--- src/sv/agcid_pkg.sv ---
// Package with the mnemonic codes, special instruction words and result types of the decoder.
`timescale 1ns / 1ps
`default_nettype none

package agcid_pkg;

   localparam int AddrWidth     = 16;
   localparam int WordWidth     = 15;
   localparam int MnemonicWidth = 6;
   localparam int OperandWidth  = 12;
   localparam int FormWidth     = 2;

   typedef logic [AddrWidth-1:0]     addr_type;
   typedef logic [WordWidth-1:0]     word_type;
   typedef logic [MnemonicWidth-1:0] mnemonic_type;
   typedef logic [OperandWidth-1:0]  operand_type;
   typedef logic [FormWidth-1:0]     form_type;

   localparam mnemonic_type MN_COM    = 6'd0;
   localparam mnemonic_type MN_DDOUBL = 6'd1;
   localparam mnemonic_type MN_DOUBLE = 6'd2;
   localparam mnemonic_type MN_DTCB   = 6'd3;
   localparam mnemonic_type MN_DTCF   = 6'd4;
   localparam mnemonic_type MN_EXTEND = 6'd5;
   localparam mnemonic_type MN_INHINT = 6'd6;
   localparam mnemonic_type MN_NOOP   = 6'd7;
   localparam mnemonic_type MN_OVSK   = 6'd8;
   localparam mnemonic_type MN_RELINT = 6'd9;
   localparam mnemonic_type MN_RESUME = 6'd10;
   localparam mnemonic_type MN_RETURN = 6'd11;
   localparam mnemonic_type MN_TCAA   = 6'd12;
   localparam mnemonic_type MN_XLQ    = 6'd13;
   localparam mnemonic_type MN_XXALQ  = 6'd14;
   localparam mnemonic_type MN_ZL     = 6'd15;
   localparam mnemonic_type MN_TC     = 6'd16;
   localparam mnemonic_type MN_CCS    = 6'd17;
   localparam mnemonic_type MN_TCF    = 6'd18;
   localparam mnemonic_type MN_DAS    = 6'd19;
   localparam mnemonic_type MN_LXCH   = 6'd20;
   localparam mnemonic_type MN_INCR   = 6'd21;
   localparam mnemonic_type MN_ADS    = 6'd22;
   localparam mnemonic_type MN_CA     = 6'd23;
   localparam mnemonic_type MN_CS     = 6'd24;
   localparam mnemonic_type MN_INDEX  = 6'd25;
   localparam mnemonic_type MN_DXCH   = 6'd26;
   localparam mnemonic_type MN_TS     = 6'd27;
   localparam mnemonic_type MN_XCH    = 6'd28;
   localparam mnemonic_type MN_AD     = 6'd29;
   localparam mnemonic_type MN_MASK   = 6'd30;
   localparam mnemonic_type MN_DCOM   = 6'd31;
   localparam mnemonic_type MN_SQUARE = 6'd32;
   localparam mnemonic_type MN_ZQ     = 6'd33;
   localparam mnemonic_type MN_READ   = 6'd34;
   localparam mnemonic_type MN_DV     = 6'd42;
   localparam mnemonic_type MN_BZF    = 6'd43;
   localparam mnemonic_type MN_MSU    = 6'd44;
   localparam mnemonic_type MN_QXCH   = 6'd45;
   localparam mnemonic_type MN_AUG    = 6'd46;
   localparam mnemonic_type MN_DIM    = 6'd47;
   localparam mnemonic_type MN_DCA    = 6'd48;
   localparam mnemonic_type MN_DCS    = 6'd49;
   localparam mnemonic_type MN_SU     = 6'd50;
   localparam mnemonic_type MN_BZMF   = 6'd51;
   localparam mnemonic_type MN_MP     = 6'd52;

   localparam form_type FORM_NONE    = 2'd0;
   localparam form_type FORM_CHANNEL = 2'd1;
   localparam form_type FORM_ADDRESS = 2'd2;

   localparam word_type W_COM    = 15'o40000;
   localparam word_type W_DDOUBL = 15'o20001;
   localparam word_type W_DOUBLE = 15'o60000;
   localparam word_type W_DTCB   = 15'o52006;
   localparam word_type W_DTCF   = 15'o52005;
   localparam word_type W_EXTEND = 15'o6;
   localparam word_type W_INHINT = 15'o4;
   localparam word_type W_NOOP_E = 15'o30000;
   localparam word_type W_OVSK   = 15'o54000;
   localparam word_type W_RELINT = 15'o3;
   localparam word_type W_RESUME = 15'o50017;
   localparam word_type W_RETURN = 15'o2;
   localparam word_type W_TCAA   = 15'o54005;
   localparam word_type W_XLQ    = 15'o1;
   localparam word_type W_XXALQ  = 15'o0;
   localparam word_type W_ZL     = 15'o22007;
   localparam word_type W_DCOM   = 15'o40001;
   localparam word_type W_SQUARE = 15'o70000;
   localparam word_type W_NOOP_X = 15'd10000;

   localparam addr_type ERASABLE_TOP = 16'o2000;

   typedef struct packed {
      mnemonic_type mnemonic;
      operand_type  operand;
      form_type     operand_form;
      logic         was_extracode;
   } result_type;

endpackage

`default_nettype wire

--- src/sv/agcid_decode.sv ---
// Combinational decode of one instruction word and the next extend flag.
`timescale 1ns / 1ps
`default_nettype none

module agcid_decode (
   input  agcid_pkg::addr_type   address,
   input  agcid_pkg::word_type   word,
   input  logic                  extend,
   output agcid_pkg::result_type result,
   output logic                  extend_next
);
   import agcid_pkg::*;

   logic        erasable;
   logic [2:0]  top;
   logic [1:0]  hi;
   logic [16:0] addr_plus;
   logic [9:0]  dec10;
   logic [11:0] dec12;
   logic [11:0] op10;
   logic [11:0] op12;

   assign erasable  = address < ERASABLE_TOP;
   assign top       = word[14:12];
   assign hi        = word[11:10];
   assign addr_plus = {1'b0, address} + 17'd1;
   assign dec10     = word[9:0] - 10'd1;
   assign dec12     = word[11:0] - 12'd1;
   assign op10      = {2'b00, word[9:0]};
   assign op12      = word[11:0];

   always_comb begin
      result.mnemonic      = MN_COM;
      result.operand       = '0;
      result.operand_form  = FORM_NONE;
      result.was_extracode = extend;
      extend_next          = 1'b0;
      if (!extend) begin
         if (word == W_COM) begin
            result.mnemonic = MN_COM;
         end else if (word == W_DDOUBL) begin
            result.mnemonic = MN_DDOUBL;
         end else if (word == W_DOUBLE) begin
            result.mnemonic = MN_DOUBLE;
         end else if (word == W_DTCB) begin
            result.mnemonic = MN_DTCB;
         end else if (word == W_DTCF) begin
            result.mnemonic = MN_DTCF;
         end else if (word == W_EXTEND) begin
            result.mnemonic = MN_EXTEND;
            extend_next     = 1'b1;
         end else if (word == W_INHINT) begin
            result.mnemonic = MN_INHINT;
         end else if (!erasable && ({2'b00, word} == addr_plus) && (word != W_NOOP_X)) begin
            result.mnemonic = MN_NOOP;
         end else if (erasable && (word == W_NOOP_E)) begin
            result.mnemonic = MN_NOOP;
         end else if (word == W_OVSK) begin
            result.mnemonic = MN_OVSK;
         end else if (word == W_RELINT) begin
            result.mnemonic = MN_RELINT;
         end else if (word == W_RESUME) begin
            result.mnemonic = MN_RESUME;
         end else if (word == W_RETURN) begin
            result.mnemonic = MN_RETURN;
         end else if (word == W_TCAA) begin
            result.mnemonic = MN_TCAA;
         end else if (word == W_XLQ) begin
            result.mnemonic = MN_XLQ;
         end else if (word == W_XXALQ) begin
            result.mnemonic = MN_XXALQ;
         end else if (word == W_ZL) begin
            result.mnemonic = MN_ZL;
         end else begin
            result.operand_form = FORM_ADDRESS;
            case (top)
               3'd0: begin
                  result.mnemonic = MN_TC;
                  result.operand  = op12;
               end
               3'd1: begin
                  if (hi == 2'd0) begin
                     result.mnemonic = MN_CCS;
                     result.operand  = op10;
                  end else begin
                     result.mnemonic = MN_TCF;
                     result.operand  = op12;
                  end
               end
               3'd2: begin
                  result.operand = op10;
                  case (hi)
                     2'd0: begin
                        result.mnemonic = MN_DAS;
                        result.operand  = {2'b00, dec10};
                     end
                     2'd1: result.mnemonic = MN_LXCH;
                     2'd2: result.mnemonic = MN_INCR;
                     default: result.mnemonic = MN_ADS;
                  endcase
               end
               3'd3: begin
                  result.mnemonic = MN_CA;
                  result.operand  = op12;
               end
               3'd4: begin
                  result.mnemonic = MN_CS;
                  result.operand  = op12;
               end
               3'd5: begin
                  result.operand = op10;
                  case (hi)
                     2'd0: result.mnemonic = MN_INDEX;
                     2'd1: begin
                        result.mnemonic = MN_DXCH;
                        result.operand  = {2'b00, dec10};
                     end
                     2'd2: result.mnemonic = MN_TS;
                     default: result.mnemonic = MN_XCH;
                  endcase
               end
               3'd6: begin
                  result.mnemonic = MN_AD;
                  result.operand  = op12;
               end
               default: begin
                  result.mnemonic = MN_MASK;
                  result.operand  = op12;
               end
            endcase
         end
      end else begin
         if (word == W_DCOM) begin
            result.mnemonic = MN_DCOM;
         end else if (word == W_RESUME) begin
            result.mnemonic = MN_RESUME;
         end else if (word == W_SQUARE) begin
            result.mnemonic = MN_SQUARE;
         end else if (word == W_ZL) begin
            result.mnemonic = MN_ZQ;
         end else begin
            result.operand_form = FORM_ADDRESS;
            case (top)
               3'd0: begin
                  result.mnemonic     = MN_READ + {3'b000, word[11:9]};
                  result.operand      = {3'b000, word[8:0]};
                  result.operand_form = FORM_CHANNEL;
               end
               3'd1: begin
                  if (hi == 2'd0) begin
                     result.mnemonic = MN_DV;
                     result.operand  = op10;
                  end else begin
                     result.mnemonic = MN_BZF;
                     result.operand  = op12;
                  end
               end
               3'd2: begin
                  result.operand = op10;
                  case (hi)
                     2'd0: result.mnemonic = MN_MSU;
                     2'd1: result.mnemonic = MN_QXCH;
                     2'd2: result.mnemonic = MN_AUG;
                     default: result.mnemonic = MN_DIM;
                  endcase
               end
               3'd3: begin
                  result.mnemonic = MN_DCA;
                  result.operand  = dec12;
               end
               3'd4: begin
                  result.mnemonic = MN_DCS;
                  result.operand  = dec12;
               end
               3'd5: begin
                  result.mnemonic = MN_INDEX;
                  result.operand  = op12;
                  extend_next     = 1'b1;
               end
               3'd6: begin
                  if (hi == 2'd0) begin
                     result.mnemonic = MN_SU;
                     result.operand  = op10;
                  end else begin
                     result.mnemonic = MN_BZMF;
                     result.operand  = op12;
                  end
               end
               default: begin
                  result.mnemonic = MN_MP;
                  result.operand  = op12;
               end
            endcase
         end
      end
   end

endmodule

`default_nettype wire

--- src/sv/agc_instruction_decoder.sv ---
// Top level of the instruction decoder: input register, decode and result register.
//
//   channel  direction  ports                                      transfer
//   req      in         req_valid, req_stall, req_address, req_word  valid & !stall
//   rsp      out        rsp_valid, rsp_stall, rsp_mnemonic, rsp_operand,
//                       rsp_operand_form, rsp_was_extracode          valid & !stall
//
// One word per cycle is accepted while req_stall is low; each word is decoded between the input
// register and the result register, and its result is shown from the result register.
// The extend flag updates as a word moves from the input register to the result register.
// Reset empties both registers and clears the extend flag.
// A stalled result holds both stages; req_stall rises only while the input register is full.
`timescale 1ns / 1ps
`default_nettype none

module agc_instruction_decoder (
   input  logic                    clock,
   input  logic                    reset,
   input  logic                    req_valid,
   output logic                    req_stall,
   input  agcid_pkg::addr_type     req_address,
   input  agcid_pkg::word_type     req_word,
   output logic                    rsp_valid,
   input  logic                    rsp_stall,
   output agcid_pkg::mnemonic_type rsp_mnemonic,
   output agcid_pkg::operand_type  rsp_operand,
   output agcid_pkg::form_type     rsp_operand_form,
   output logic                    rsp_was_extracode
);
   import agcid_pkg::*;

   logic       in_valid_ff;
   addr_type   in_address_ff;
   word_type   in_word_ff;
   logic       extend_ff;
   logic       extend_in;
   logic       out_valid_ff;
   result_type out_result_ff;
   result_type decoded;
   logic       out_free;
   logic       advance;
   logic       req_take;

   agcid_decode u_decode (
      .address     (in_address_ff),
      .word        (in_word_ff),
      .extend      (extend_ff),
      .result      (decoded),
      .extend_next (extend_in)
   );

   assign out_free  = !out_valid_ff || !rsp_stall;
   assign advance   = in_valid_ff && out_free;
   assign req_stall = in_valid_ff && !out_free;
   assign req_take  = req_valid && !req_stall;

   always_ff @(posedge clock) begin
      if (reset) begin
         in_valid_ff  <= 1'b0;
         out_valid_ff <= 1'b0;
         extend_ff    <= 1'b0;
      end else begin
         if (req_take) begin
            in_valid_ff <= 1'b1;
         end else if (advance) begin
            in_valid_ff <= 1'b0;
         end
         if (out_free) begin
            out_valid_ff <= in_valid_ff;
         end
         if (advance) begin
            extend_ff <= extend_in;
         end
      end
   end

   always_ff @(posedge clock) begin
      if (req_take) begin
         in_address_ff <= req_address;
         in_word_ff    <= req_word;
      end
      if (advance) begin
         out_result_ff <= decoded;
      end
   end

   assign rsp_valid         = out_valid_ff;
   assign rsp_mnemonic      = out_result_ff.mnemonic;
   assign rsp_operand       = out_result_ff.operand;
   assign rsp_operand_form  = out_result_ff.operand_form;
   assign rsp_was_extracode = out_result_ff.was_extracode;

endmodule

`default_nettype wire

--- config.mk ---
export PLATFORM = sky130hd
export DESIGN_NAME = agc_instruction_decoder
export DESIGN_NICKNAME = d
export VERILOG_FILES = /design/src/sv/agcid_pkg.sv /design/src/sv/agcid_decode.sv /design/src/sv/agc_instruction_decoder.sv
export SDC_FILE = /design/constraint.sdc
export NUM_CORES = 1
export LEC_CHECK = 0
export ABC_AREA = 0
export ABC_CLOCK_PERIOD_IN_PS = 3200
export BUFFER_PORTS_ARGS = -buffer_cell sky130_fd_sc_hd__buf_2
export CAP_MARGIN = 20
export CORE_UTILIZATION = 50
export DETAILED_ROUTE_END_ITERATION = 6
export PLACE_DENSITY_LB_ADDON = 0.12
export SLEW_MARGIN = 40
export SYNTH_ARGS = -nofsm -noshare
export SYNTH_HDL_FRONTEND = slang
export SYNTH_SLANG_ARGS = --single-unit
export TNS_END_PERCENT = 30
--- constraint.sdc ---
create_clock -name clock -period 3.2 [get_ports clock]
set_input_delay 0.16 -clock clock [delete_from_list [all_inputs] [get_ports clock]]
set_output_delay 0.16 -clock clock [all_outputs]
set_load 0.01 [all_outputs]
Yosys cells after proc, flatten, opt, wreduce, memory -nomap -nowiden --
Cells that the tools add are included.
Storage, ports and cells: word-level logic and storage cells 125, output and inout bits 23, input port bits 35, register bits after elaboration 55
Cells by class: equal/unequal tests 27, add/subtract/negate cells 4, order comparisons 1, muxes and demuxes 68, reduce and logical (&&, ||, !) cells 16
Operator list (count):
- 2-to-1 mux 14 bit | 22
- one-hot mux 18 bit (7 select lines) | 2
- equality test 15 bit, second input constant | 9
- 2-to-1 mux 6 bit | 21
- equality test 15 x 14 -> 1 bit, second input constant | 3
- equality test 15 x 2 -> 1 bit, second input constant | 2
- equality test 15 x 3 -> 1 bit, second input constant | 2
- 2-to-1 mux 13 bit | 2
- 2-to-1 mux 10 bit | 2
- 2-to-1 mux 20 bit | 1
- one-hot mux 3 bit (3 select lines) | 2
- adder 16 x 1 -> 17 bit, second input constant | 1
- equality test 15 x 17 -> 1 bit | 1
- < comparator 16 x 11 -> 1 bit, second input constant | 1
- equality test 15 x 1 -> 1 bit, second input constant | 1
- zero test 15 bit | 1
- inequality test 15 x 14 -> 1 bit, second input constant | 1
- 2-to-1 mux 1 bit | 14
- subtractor 12 x 1 -> 12 bit, second input constant | 1
- subtractor 10 x 1 -> 10 bit, second input constant | 1
- equality test 3 bit, second input constant | 3
- adder 6 x 3 -> 6 bit, first input constant | 1
- equality test 3 x 2 -> 1 bit, second input constant | 2
- logical AND 1 bit | 6
- other kinds (10) | 14

Longest topological paths before layout --
Gate-level depths: netlist of run 1.
depth after elaboration 21, depth in mapped cells 11

By module --
A second synthesis of run 1 with hierarchy kept.
Unflattened totals: cells, all modules 447, area total of the unflattened synthesis 3957.5 µm²
By module, submodules not included:
- agcid_decode | instances 1, cells each 381, seq. area each 0.0 µm², area an instance 2264.7 µm²
- agc_instruction_decoder | instances 1, cells each 66, seq. area each 1621.6 µm², area an instance 1692.9 µm²

Least setup slack after synthesis of run 1 --
OpenSTA, ideal clock, no wires.
path kind flip-flop to flip-flop, from reg in_word_ff[10], to reg out_result_ff, in the netlist rsp_operand[4], data pin, arrival time 2592 ps, slack 350 ps, library setup time 258 ps, data required time 2942 ps, cell stages (with the launch flop) 11, clock period less this slack 2850 ps, path through edfxtp_1 > inv_1 > ha_1 > or3b_2 > clkbuf_1 > o311ai_1 > or2_2 > buf_2 > o21ai_0 > o21bai_1 > o2bb2ai_1
RTL lines:
- from (decl) | RTL line agc_instruction_decoder.sv:34 | word_type in_word_ff;
- from (signal assigned) | RTL line agc_instruction_decoder.sv:80 | in_word_ff <= req_word;
- to (signal assigned) | RTL line agc_instruction_decoder.sv:83 | out_result_ff <= decoded;
- to (decl) | RTL line agc_instruction_decoder.sv:38 | result_type out_result_ff;

==> impl_metrics.prom, run 1 <==
# TYPE chip_impl_metric gauge
chip_impl_metric{name="antenna_violating_nets_post_route",unit=""} 0
chip_impl_metric{name="num-nets-final",unit=""} 562
chip_impl_metric{name="clock-sinks",unit=""} 55
chip_impl_metric{name="die_y",unit="um"} 92.9
chip_impl_metric{name="drc",unit=""} 0
chip_impl_info{name="tritoncts_clock_tree",value="built"} 1
chip_impl_metric{name="synth_seq_cells",unit=""} 55
chip_impl_metric{name="timing.final.hold_violations",unit=""} 0
chip_impl_metric{name="synthDistinctLibCells",unit=""} 78
chip_impl_metric{name="synth_sequential_area_ratio",unit="%"} 39.2
chip_impl_info{name="critPathKind",value="register to register"} 1
chip_impl_metric{name="cts-root-to-sink-buffers",unit=""} 2
chip_impl_metric{name="worst-r2r-setup-slack",unit="ps"} 190
chip_impl_metric{name="critical_path_required",unit="ps"} 3360
chip_impl_info{name="worst_hold_path.endpoint",value="in_address_ff[10]"} 1
chip_impl_metric{name="critical_path.max_fanout",unit=""} 9
chip_impl_metric{name="slew_viol_final",unit=""} 0
chip_impl_info{name="layout_commonest_cell",value="sky130_fd_sc_hd__buf_2"} 1
chip_impl_info{name="routed.top_layer",value="met4"} 1
chip_impl_metric{name="detail_route.vias_per_cell",unit=""} 6.25
chip_impl_metric{name="number_of_global_route_vias_before_repair",unit=""} 3696
chip_impl_metric{name="rr_worst_depth",unit=""} 9
chip_impl_metric{name="wl_met2",unit="mm"} 5.90
chip_impl_metric{name="finClkSkew",unit="ps"} 5.11
chip_impl_metric{name="synthesis.area",unit="um^2"} 4140
chip_impl_info{name="setup.worst_path.start_class",value="register"} 1
chip_impl_metric{name="slew_at_the_pin_closest_to_its_max_slew_limit",unit="ps"} 630
chip_impl_metric{name="die-width",unit="um"} 92.9
chip_impl_metric{name="grt_pass1_wl",unit="mm"} 19.6
chip_impl_info{name="critPathCaptureType",value="register"} 1
chip_impl_metric{name="num_vias",unit=""} 3877
chip_impl_metric{name="max_cap_viol_count",unit=""} 0
chip_impl_metric{name="netlist_instances",unit=""} 444
chip_impl_metric{name="synth_top_area_share",unit="%"} 37.8
chip_impl_metric{name="hold-path-cell-count",unit=""} 1
chip_impl_metric{name="detail_route.first_pass.iterations",unit=""} 5
chip_impl_metric{name="global_route.usage.total",unit="%"} 29.6
chip_impl_metric{name="worst_slew_margin_rel",unit="%"} 57.7
chip_impl_info{name="critical-path-top-delay-family",value="simple AND/OR/NAND/NOR gates"} 1
chip_impl_metric{name="worstPathBufferInverterCount",unit=""} 2
chip_impl_info{name="clk_root_buffer_cell",value="sky130_fd_sc_hd__clkbuf_8"} 1
chip_impl_metric{name="routed_wire_length_per_instance",unit="um"} 19.7
chip_impl_metric{name="synthesized_netlist_net_count",unit=""} 489
chip_impl_info{name="ys_flop_type",value="sky130_fd_sc_hd__edfxtp_1"} 1
chip_impl_metric{name="antenna_cells_inserted",unit=""} 0
chip_impl_metric{name="layout_worst_path_cycle_share",unit="%"} 94.0
chip_impl_info{name="hold_path_class",value="input pin to register"} 1
chip_impl_metric{name="htree_num_levels",unit=""} 2
chip_impl_metric{name="maximum_single_stage_delay_on_the_critical_path",unit="ps"} 520
chip_impl_metric{name="cts_hold_buf",unit=""} 0
chip_impl_metric{name="numCtsBuffers",unit=""} 5
chip_impl_info{name="post-synth-top-area-cell",value="sky130_fd_sc_hd__edfxtp_1"} 1
chip_impl_info{name="critical-path-slowest-cell",value="sky130_fd_sc_hd__or3b_1"} 1
chip_impl_metric{name="ir_drop",unit="mV"} 0.243
chip_impl_metric{name="layout-area-overhead-vs-synth",unit="%"} 16.1
chip_impl_info{name="most-common-layout-cells",value="sky130_fd_sc_hd__buf_2, sky130_fd_sc_hd__edfxtp_1, sky130_fd_sc_hd__buf_4"} 1
chip_impl_metric{name="final_period_minus_worst_setup_slack",unit="ps"} 3010
chip_impl_metric{name="route.layer.met1.wl",unit="mm"} 5.24
chip_impl_metric{name="p_per_area",unit="nW/um^2"} 326
chip_impl_info{name="status",value="finished clean"} 1
chip_impl_metric{name="accumulated_negative_setup_slack",unit="ps"} 0
chip_impl_metric{name="portBuffers",unit=""} 57
chip_impl_metric{name="drt-initial-drc-count",unit=""} 297
chip_impl_metric{name="initial_core_util",unit="%"} 52.7
chip_impl_metric{name="worst_setup_hold_path_clk_slew",unit="ps"} 90
chip_impl_metric{name="synth_area_per_cell",unit="um^2"} 9.31
chip_impl_metric{name="grt_antenna_before_repair",unit=""} 0
chip_impl_info{name="worst_hold_startpoint",value="req_address[10]"} 1
chip_impl_metric{name="die-area",unit="um^2"} 8640
chip_impl_metric{name="yosysWarningCount",unit=""} 0
chip_impl_metric{name="pin_count_of_the_biggest_net_entering_global_routing",unit=""} 32
chip_impl_metric{name="post_route_cells_drive_above_1_share",unit="%"} 24.3
chip_impl_info{name="yosys-top-cells-area",value="sky130_fd_sc_hd__edfxtp_1, sky130_fd_sc_hd__a21oi_1, sky130_fd_sc_hd__o21ai_0, sky130_fd_sc_hd__ha_1, sky130_fd_sc_hd__nor2_1"} 1
chip_impl_metric{name="ios",unit=""} 58
chip_impl_info{name="critical_path.cell_chain",value="inv_1, ha_1, or3b_1, nor4_1, a2111oi_0, nor4b_4, buf_4, or3_1, o31ai_4"} 1
chip_impl_metric{name="ys_async_sr_fraction",unit="%"} 0
chip_impl_metric{name="grt_overflow_total",unit=""} 0
chip_impl_metric{name="setup_viol_count_final",unit=""} 0
chip_impl_metric{name="place_hpwl",unit="mm"} 9.40
chip_impl_metric{name="fp.coreArea",unit="um^2"} 7850
chip_impl_metric{name="clock.fmax",unit="MHz"} 333
chip_impl_metric{name="finalWeightedCongestion",unit=""} 0.964
chip_impl_info{name="worst_r2r_endpoint",value="rsp_operand[10]"} 1
chip_impl_metric{name="layout.core_utilization",unit="%"} 61.2
chip_impl_metric{name="core.rowCount",unit=""} 32
chip_impl_metric{name="synth_edf_count",unit=""} 52
chip_impl_metric{name="clk_latency",unit="ps"} 310
chip_impl_info{name="worst_r2r_startpoint",value="in_word_ff[0]"} 1
chip_impl_metric{name="power.static_leakage",unit="uW"} 0.00177
chip_impl_metric{name="critical_path_arrival",unit="ps"} 3160
chip_impl_metric{name="totalWireLength",unit="mm"} 12.2
chip_impl_metric{name="wl_met3",unit="um"} 678
-- Yosys cell counts, types with 3 or more instances --
cell                         n
sky130_fd_sc_hd__a211oi_1    6
sky130_fd_sc_hd__a21boi_0    3
sky130_fd_sc_hd__a21oi_1    30
sky130_fd_sc_hd__a22o_1      3
sky130_fd_sc_hd__a31oi_1     6
sky130_fd_sc_hd__a32o_1      3
sky130_fd_sc_hd__and2_1      6
sky130_fd_sc_hd__and3_1      6
sky130_fd_sc_hd__buf_2      11
sky130_fd_sc_hd__clkbuf_1   15
sky130_fd_sc_hd__dfxtp_1     3
sky130_fd_sc_hd__edfxtp_1   52
sky130_fd_sc_hd__ha_1       10
sky130_fd_sc_hd__inv_1      12
sky130_fd_sc_hd__mux2i_1     3
sky130_fd_sc_hd__nand2_1    27
sky130_fd_sc_hd__nand2b_1    5
sky130_fd_sc_hd__nand3_1    16
sky130_fd_sc_hd__nand4_1    11
sky130_fd_sc_hd__nor2_1     33
sky130_fd_sc_hd__nor2b_1    12
sky130_fd_sc_hd__nor3_1     13
sky130_fd_sc_hd__nor3b_1     3
sky130_fd_sc_hd__nor4_1      9
sky130_fd_sc_hd__o211ai_1    5
sky130_fd_sc_hd__o21ai_0    27
sky130_fd_sc_hd__o22ai_1     9
sky130_fd_sc_hd__o2bb2ai_1   3
sky130_fd_sc_hd__o31ai_1     7
sky130_fd_sc_hd__o41ai_1     5
sky130_fd_sc_hd__or2_2       4
sky130_fd_sc_hd__or3_1       9
sky130_fd_sc_hd__xnor2_1    14
sky130_fd_sc_hd__xor2_1      9
-- logic make-up (layout without fill, tap and decap cells) --
logic type / count (synthesis) / after routing / share of synthesized area [%]
AND/OR/NAND/NOR: 175 / 175 / 24.6
XOR/XNOR: 23 / 23 / 4.87
multiplexers: 4 / 4 / 1.09
AO/OA/AOI/OAI: 134 / 134 / 22.6
flip-flops: 55 / 55 / 39.2
buffers and inverters: 43 / 117 / 4.60
adder cells (fa/ha/maj): 10 / 10 / 3.03
-- flip-flops by register name, summed over array words and instances (netlist names) --
signal,cells
rsp_was_extracode,1
rsp_mnemonic,6
rsp_operand_form,2
extend_ff,1
in_word_ff,15
in_address_ff,16
in_valid_ff,1
rsp_valid,1
rsp_operand,12
-- stage by stage --
step | hold WS (ps) | total power (uW) | cells | area [um^2] | setup slack (ps)
final | 15.7 | 1560 | 620 | 4800 | 193
after global placement | 336 | 1190 | 609 | 4680 | 343
after floorplan | 232 | 1080 | 444 | 4140 | 350
after global routing | 6.43 | 1620 | 620 | 4800 | -20.8
after CTS | 10.9 | 1570 | 617 | 4770 | 168
after detailed placement | 338 | 1190 | 609 | 4680 | 191
-- worst max path at each step --
stage,endpoint,cells after the start,start
final,rsp_operand[10],9,in_word_ff[0]
after global routing,rsp_operand[5],10,in_word_ff[0]
after CTS,rsp_mnemonic[4],8,in_address_ff[0]
after detailed placement,rsp_mnemonic[4],8,in_address_ff[0]
after global placement,rsp_mnemonic[4],8,in_word_ff[10]
after floorplan,rsp_operand[4],10,in_word_ff[10]
-- routing by layer --
| metal | GRT usage, % | up-vias |
|---|---|---|
| li1 | - | 1853 |
| met1 | 38.2 | 1827 |
| met2 | 49.9 | 167 |
| met3 | 4.02 | 30 |
| met4 | 11.5 | 0 |
| met5 | 0 | - |
-- area by class of cell --
type                            count  area (um^2)
Clock buffer                        6         72.6
Clock inverter                      2         12.5
Fill cell                         702         3050
Inverter                           13         48.8
Multi-Input combinational cell    346         2340
Sequential cell                    55         1620
Tap cell                          102          128
Timing Repair Buffer               96          578
-- where the power goes --
part	leakage, uW	internal (uW)	switching, uW
Clock	0.0000428	154	225
Combinational	0.00120	129	181
Sequential	0.000521	831	43.7
Total	0.00177	1110	450
-- timing repair --
action / in CTS / in global routing
endpoints found under the setup margin: 0 / 13
buffers inserted: 0 / 3
gates resized for setup: 0 / 1
Note: power is estimated with default switching activity, not from simulation.
==> run 2: changes to the inputs <==
Settings changed: SYNTH_HIERARCHICAL set to 1.
==> impl_metrics.prom, run 2 <==
# TYPE chip_impl_metric gauge
chip_impl_metric{name="grt_overflow_total",unit=""} 0
chip_impl_metric{name="antenna_cells_inserted",unit=""} 0
chip_impl_metric{name="place_hpwl",unit="mm"} 8.65
chip_impl_metric{name="num_vias",unit=""} 3903
chip_impl_metric{name="grt_pass1_wl",unit="mm"} 18.3
chip_impl_info{name="yosys-top-cells-area",value="sky130_fd_sc_hd__edfxtp_1, sky130_fd_sc_hd__a21oi_1, sky130_fd_sc_hd__o21ai_0, sky130_fd_sc_hd__nand2_1, sky130_fd_sc_hd__nor2_1"} 1
chip_impl_metric{name="layout.core_utilization",unit="%"} 60.3
chip_impl_metric{name="setup_slack_after_placement",unit="ps"} 135
chip_impl_metric{name="synthDistinctLibCells",unit=""} 63
chip_impl_metric{name="synth_seq_cells",unit=""} 55
chip_impl_metric{name="clk_latency",unit="ps"} 320
chip_impl_metric{name="critical_path_arrival",unit="ps"} 3170
chip_impl_metric{name="global_route.usage.total",unit="%"} 28.6
chip_impl_metric{name="fp.coreArea",unit="um^2"} 7690
chip_impl_metric{name="timing.final.hold_violations",unit=""} 0
chip_impl_metric{name="detail_route.vias_per_cell",unit=""} 6.31
chip_impl_metric{name="die-area",unit="um^2"} 8270
chip_impl_metric{name="max_cap_viol_count",unit=""} 0
chip_impl_metric{name="initial_core_util",unit="%"} 51.5
chip_impl_metric{name="comb_power_share",unit="%"} 19.3
chip_impl_metric{name="drc",unit=""} 1
chip_impl_info{name="synth_most_common_cell",value="sky130_fd_sc_hd__edfxtp_1"} 1
chip_impl_metric{name="clock-sinks",unit=""} 55
chip_impl_info{name="synth.cells.most_frequent",value="sky130_fd_sc_hd__edfxtp_1, sky130_fd_sc_hd__nand2_1, sky130_fd_sc_hd__nor2_1, sky130_fd_sc_hd__a21oi_1, sky130_fd_sc_hd__o21ai_0"} 1
chip_impl_metric{name="yosysWarningCount",unit=""} 6
chip_impl_metric{name="ios",unit=""} 58
chip_impl_metric{name="netSwitchingPower",unit="uW"} 464
chip_impl_metric{name="die_y",unit="um"} 91.0
chip_impl_info{name="clk_root_buffer_cell",value="sky130_fd_sc_hd__clkbuf_8"} 1
chip_impl_metric{name="totalWireLength",unit="mm"} 11.8
chip_impl_metric{name="area_post_placement",unit="um^2"} 4490
chip_impl_metric{name="p_per_area",unit="nW/um^2"} 358
chip_impl_metric{name="synthesis.area",unit="um^2"} 3960
chip_impl_metric{name="crit_path_setup_slack_layout",unit="ps"} 77.5
chip_impl_metric{name="grt_antenna_before_repair",unit=""} 0
chip_impl_metric{name="die-width",unit="um"} 91.0
chip_impl_info{name="tritoncts_clock_tree",value="built"} 1
chip_impl_metric{name="p_int",unit="uW"} 1200
chip_impl_metric{name="layout_worst_path_cycle_share",unit="%"} 97.6
chip_impl_info{name="top_register",value="in_address_ff"} 1
chip_impl_metric{name="worst_setup_hold_path_clk_slew",unit="ps"} 100
chip_impl_metric{name="layout-area-overhead-vs-synth",unit="%"} 17.1
chip_impl_metric{name="largest_register_ff_count",unit=""} 16
chip_impl_metric{name="antenna_violating_nets_post_route",unit=""} 0
chip_impl_info{name="setup.worst_path.start_class",value="register"} 1
chip_impl_metric{name="synth_top_area_share",unit="%"} 39.5
chip_impl_metric{name="share_seq_of_total_power",unit="%"} 52.0
chip_impl_info{name="hold_path_class",value="input pin to register"} 1
chip_impl_info{name="critPathCaptureType",value="register"} 1
chip_impl_metric{name="numCtsBuffers",unit=""} 5
chip_impl_metric{name="ys_async_sr_fraction",unit="%"} 0
chip_impl_metric{name="portBuffers",unit=""} 57
chip_impl_metric{name="synth_sequential_area_ratio",unit="%"} 41.0
chip_impl_metric{name="finClkSkew",unit="ps"} 13.4
chip_impl_metric{name="synth_edf_count",unit=""} 52
chip_impl_metric{name="core.rowCount",unit=""} 32
chip_impl_metric{name="cts_hold_buf",unit=""} 0
chip_impl_metric{name="power.static_leakage",unit="uW"} 0.00168
chip_impl_metric{name="instances_no_fill",unit=""} 619
chip_impl_metric{name="critical_path_required",unit="ps"} 3250
chip_impl_metric{name="routed_wire_length_per_instance",unit="um"} 19.0
chip_impl_metric{name="clock.fmax",unit="MHz"} 320
chip_impl_metric{name="detail_route.first_pass.iterations",unit=""} 7
chip_impl_info{name="most-common-layout-cells",value="sky130_fd_sc_hd__buf_2, sky130_fd_sc_hd__edfxtp_1, sky130_fd_sc_hd__nand2_1"} 1
chip_impl_metric{name="final_design_area_no_fill",unit="um^2"} 4640
chip_impl_info{name="ys_flop_type",value="sky130_fd_sc_hd__edfxtp_1"} 1
chip_impl_info{name="post-synth-top-area-cell",value="sky130_fd_sc_hd__edfxtp_1"} 1
chip_impl_info{name="critPathKind",value="register to register"} 1
chip_impl_metric{name="number_of_global_route_vias_before_repair",unit=""} 3524
chip_impl_metric{name="slew_at_the_pin_closest_to_its_max_slew_limit",unit="ps"} 800
chip_impl_metric{name="worst-r2r-setup-slack",unit="ps"} 80
chip_impl_metric{name="final_period_minus_worst_setup_slack",unit="ps"} 3120
chip_impl_metric{name="num-nets-final",unit=""} 561
chip_impl_metric{name="finalWeightedCongestion",unit=""} 0.971
chip_impl_metric{name="setup_viol_count_final",unit=""} 0
chip_impl_metric{name="slew_viol_final",unit=""} 0
chip_impl_metric{name="htree_num_levels",unit=""} 2
chip_impl_metric{name="synth_area_per_cell",unit="um^2"} 8.85
chip_impl_metric{name="critical_path.max_fanout",unit=""} 11
chip_impl_metric{name="power.switching_fraction",unit="%"} 28.0
chip_impl_metric{name="pin_count_of_the_biggest_net_entering_global_routing",unit=""} 39
chip_impl_info{name="failed_checks",value="design-rule violations"} 1
chip_impl_info{name="layout_commonest_cell",value="sky130_fd_sc_hd__buf_2"} 1
chip_impl_metric{name="clock_power_share",unit="%"} 28.7
chip_impl_info{name="status",value="finished with violations"} 1
chip_impl_metric{name="ir_drop",unit="mV"} 0.210
chip_impl_metric{name="worst_slew_margin_rel",unit="%"} 46.5
chip_impl_metric{name="synthesized_netlist_net_count",unit=""} 492
chip_impl_metric{name="place.detailed.instances",unit=""} 609
chip_impl_metric{name="netlist_instances",unit=""} 447
chip_impl_metric{name="drt-initial-drc-count",unit=""} 423
chip_impl_metric{name="post_route_cells_drive_above_1_share",unit="%"} 22.2
chip_impl_metric{name="fillCellCount",unit=""} 689
chip_impl_metric{name="cts-root-to-sink-buffers",unit=""} 2
## run 2: cell count changes after synthesis, sizes merged, moves of 6 or more
cell    delta
buf        -6
clkbuf     +7
nand2     +14
nor2b      -8
o21ai      +8
## run 2: worst paths after layout
check / startpoint / endpoint / depth (start not counted)
setup reg to reg: in_word_ff[5] / rsp_operand[4] / 9
hold / removal: req_word[4] / in_word_ff[4] / 1
hold reg to reg: in_valid_ff / rsp_valid / 2
setup / recovery: in_word_ff[5] / rsp_operand[4] / 9
## run 2: timing repair
action / in CTS / in global routing
setup buffers: 0 / 2
gates resized for setup: 0 / 4
endpoints found under the hold margin: 0 / 0
setup endpoints to repair: 0 / 8
## run 2: layout make-up
class / count / area (um^2) / share of cell area (%)
Sequential cell: 55 / 1620 / 35.0
Timing Repair Buffer: 93 / 556 / 12.0
Clock buffer: 5 / 68.8 / 1.48
Tap cell: 102 / 128 / 2.75
Multi-Input combinational cell: 346 / 2160 / 46.6
Inverter: 15 / 56.3 / 1.21
Clock inverter: 3 / 46.3 / 0.999
## run 2: critical path, cell delays in order, from the launching register on
cell	delay, ps
sky130_fd_sc_hd__edfxtp_1	540
sky130_fd_sc_hd__nor4_1	460
sky130_fd_sc_hd__buf_4	220
sky130_fd_sc_hd__nand2_1	160
sky130_fd_sc_hd__o32ai_1	480
sky130_fd_sc_hd__nor4_2	130
sky130_fd_sc_hd__and3_1	280
sky130_fd_sc_hd__nand2_2	280
sky130_fd_sc_hd__a221o_1	210
sky130_fd_sc_hd__o311ai_0	110
## run 2: power groups by stage
stage	Combinational [uW]	Sequential, uW	Clock, uW
6_report	320	863	477
3_5_place_dp	307	880	0
3_3_place_gp	305	879	0
4_1_cts	308	864	488
2_1_floorplan	196	875	0
5_1_grt	346	868	508
## run 2: metrics by stage
step	TNS, ps	hold WS (ps)	total power, uW
global route	-9.71	0.334	1720
detailed placement	0	338	1190
finish	0	13.3	1660
floorplan	0	229	1070
CTS	0	3.71	1660
global placement	0	336	1180
## run 2: kinds of logic after synthesis
family / count (synthesis) / synth area share (%)
buf+inv: 46 / 5.03
xor+xnor: 18 / 3.98
simple gates: 174 / 22.2
flops: 55 / 41.0
compound gates: 141 / 23.9
fa+ha+maj: 11 / 3.41
mux: 2 / 0.506
## run 2: layer usage
metal	share of wire [%]	GRT usage, %
met1	41	36.5
met3	6.5	4.36
met4	3.1	10.4
met2	49	49.3
met5	0	0
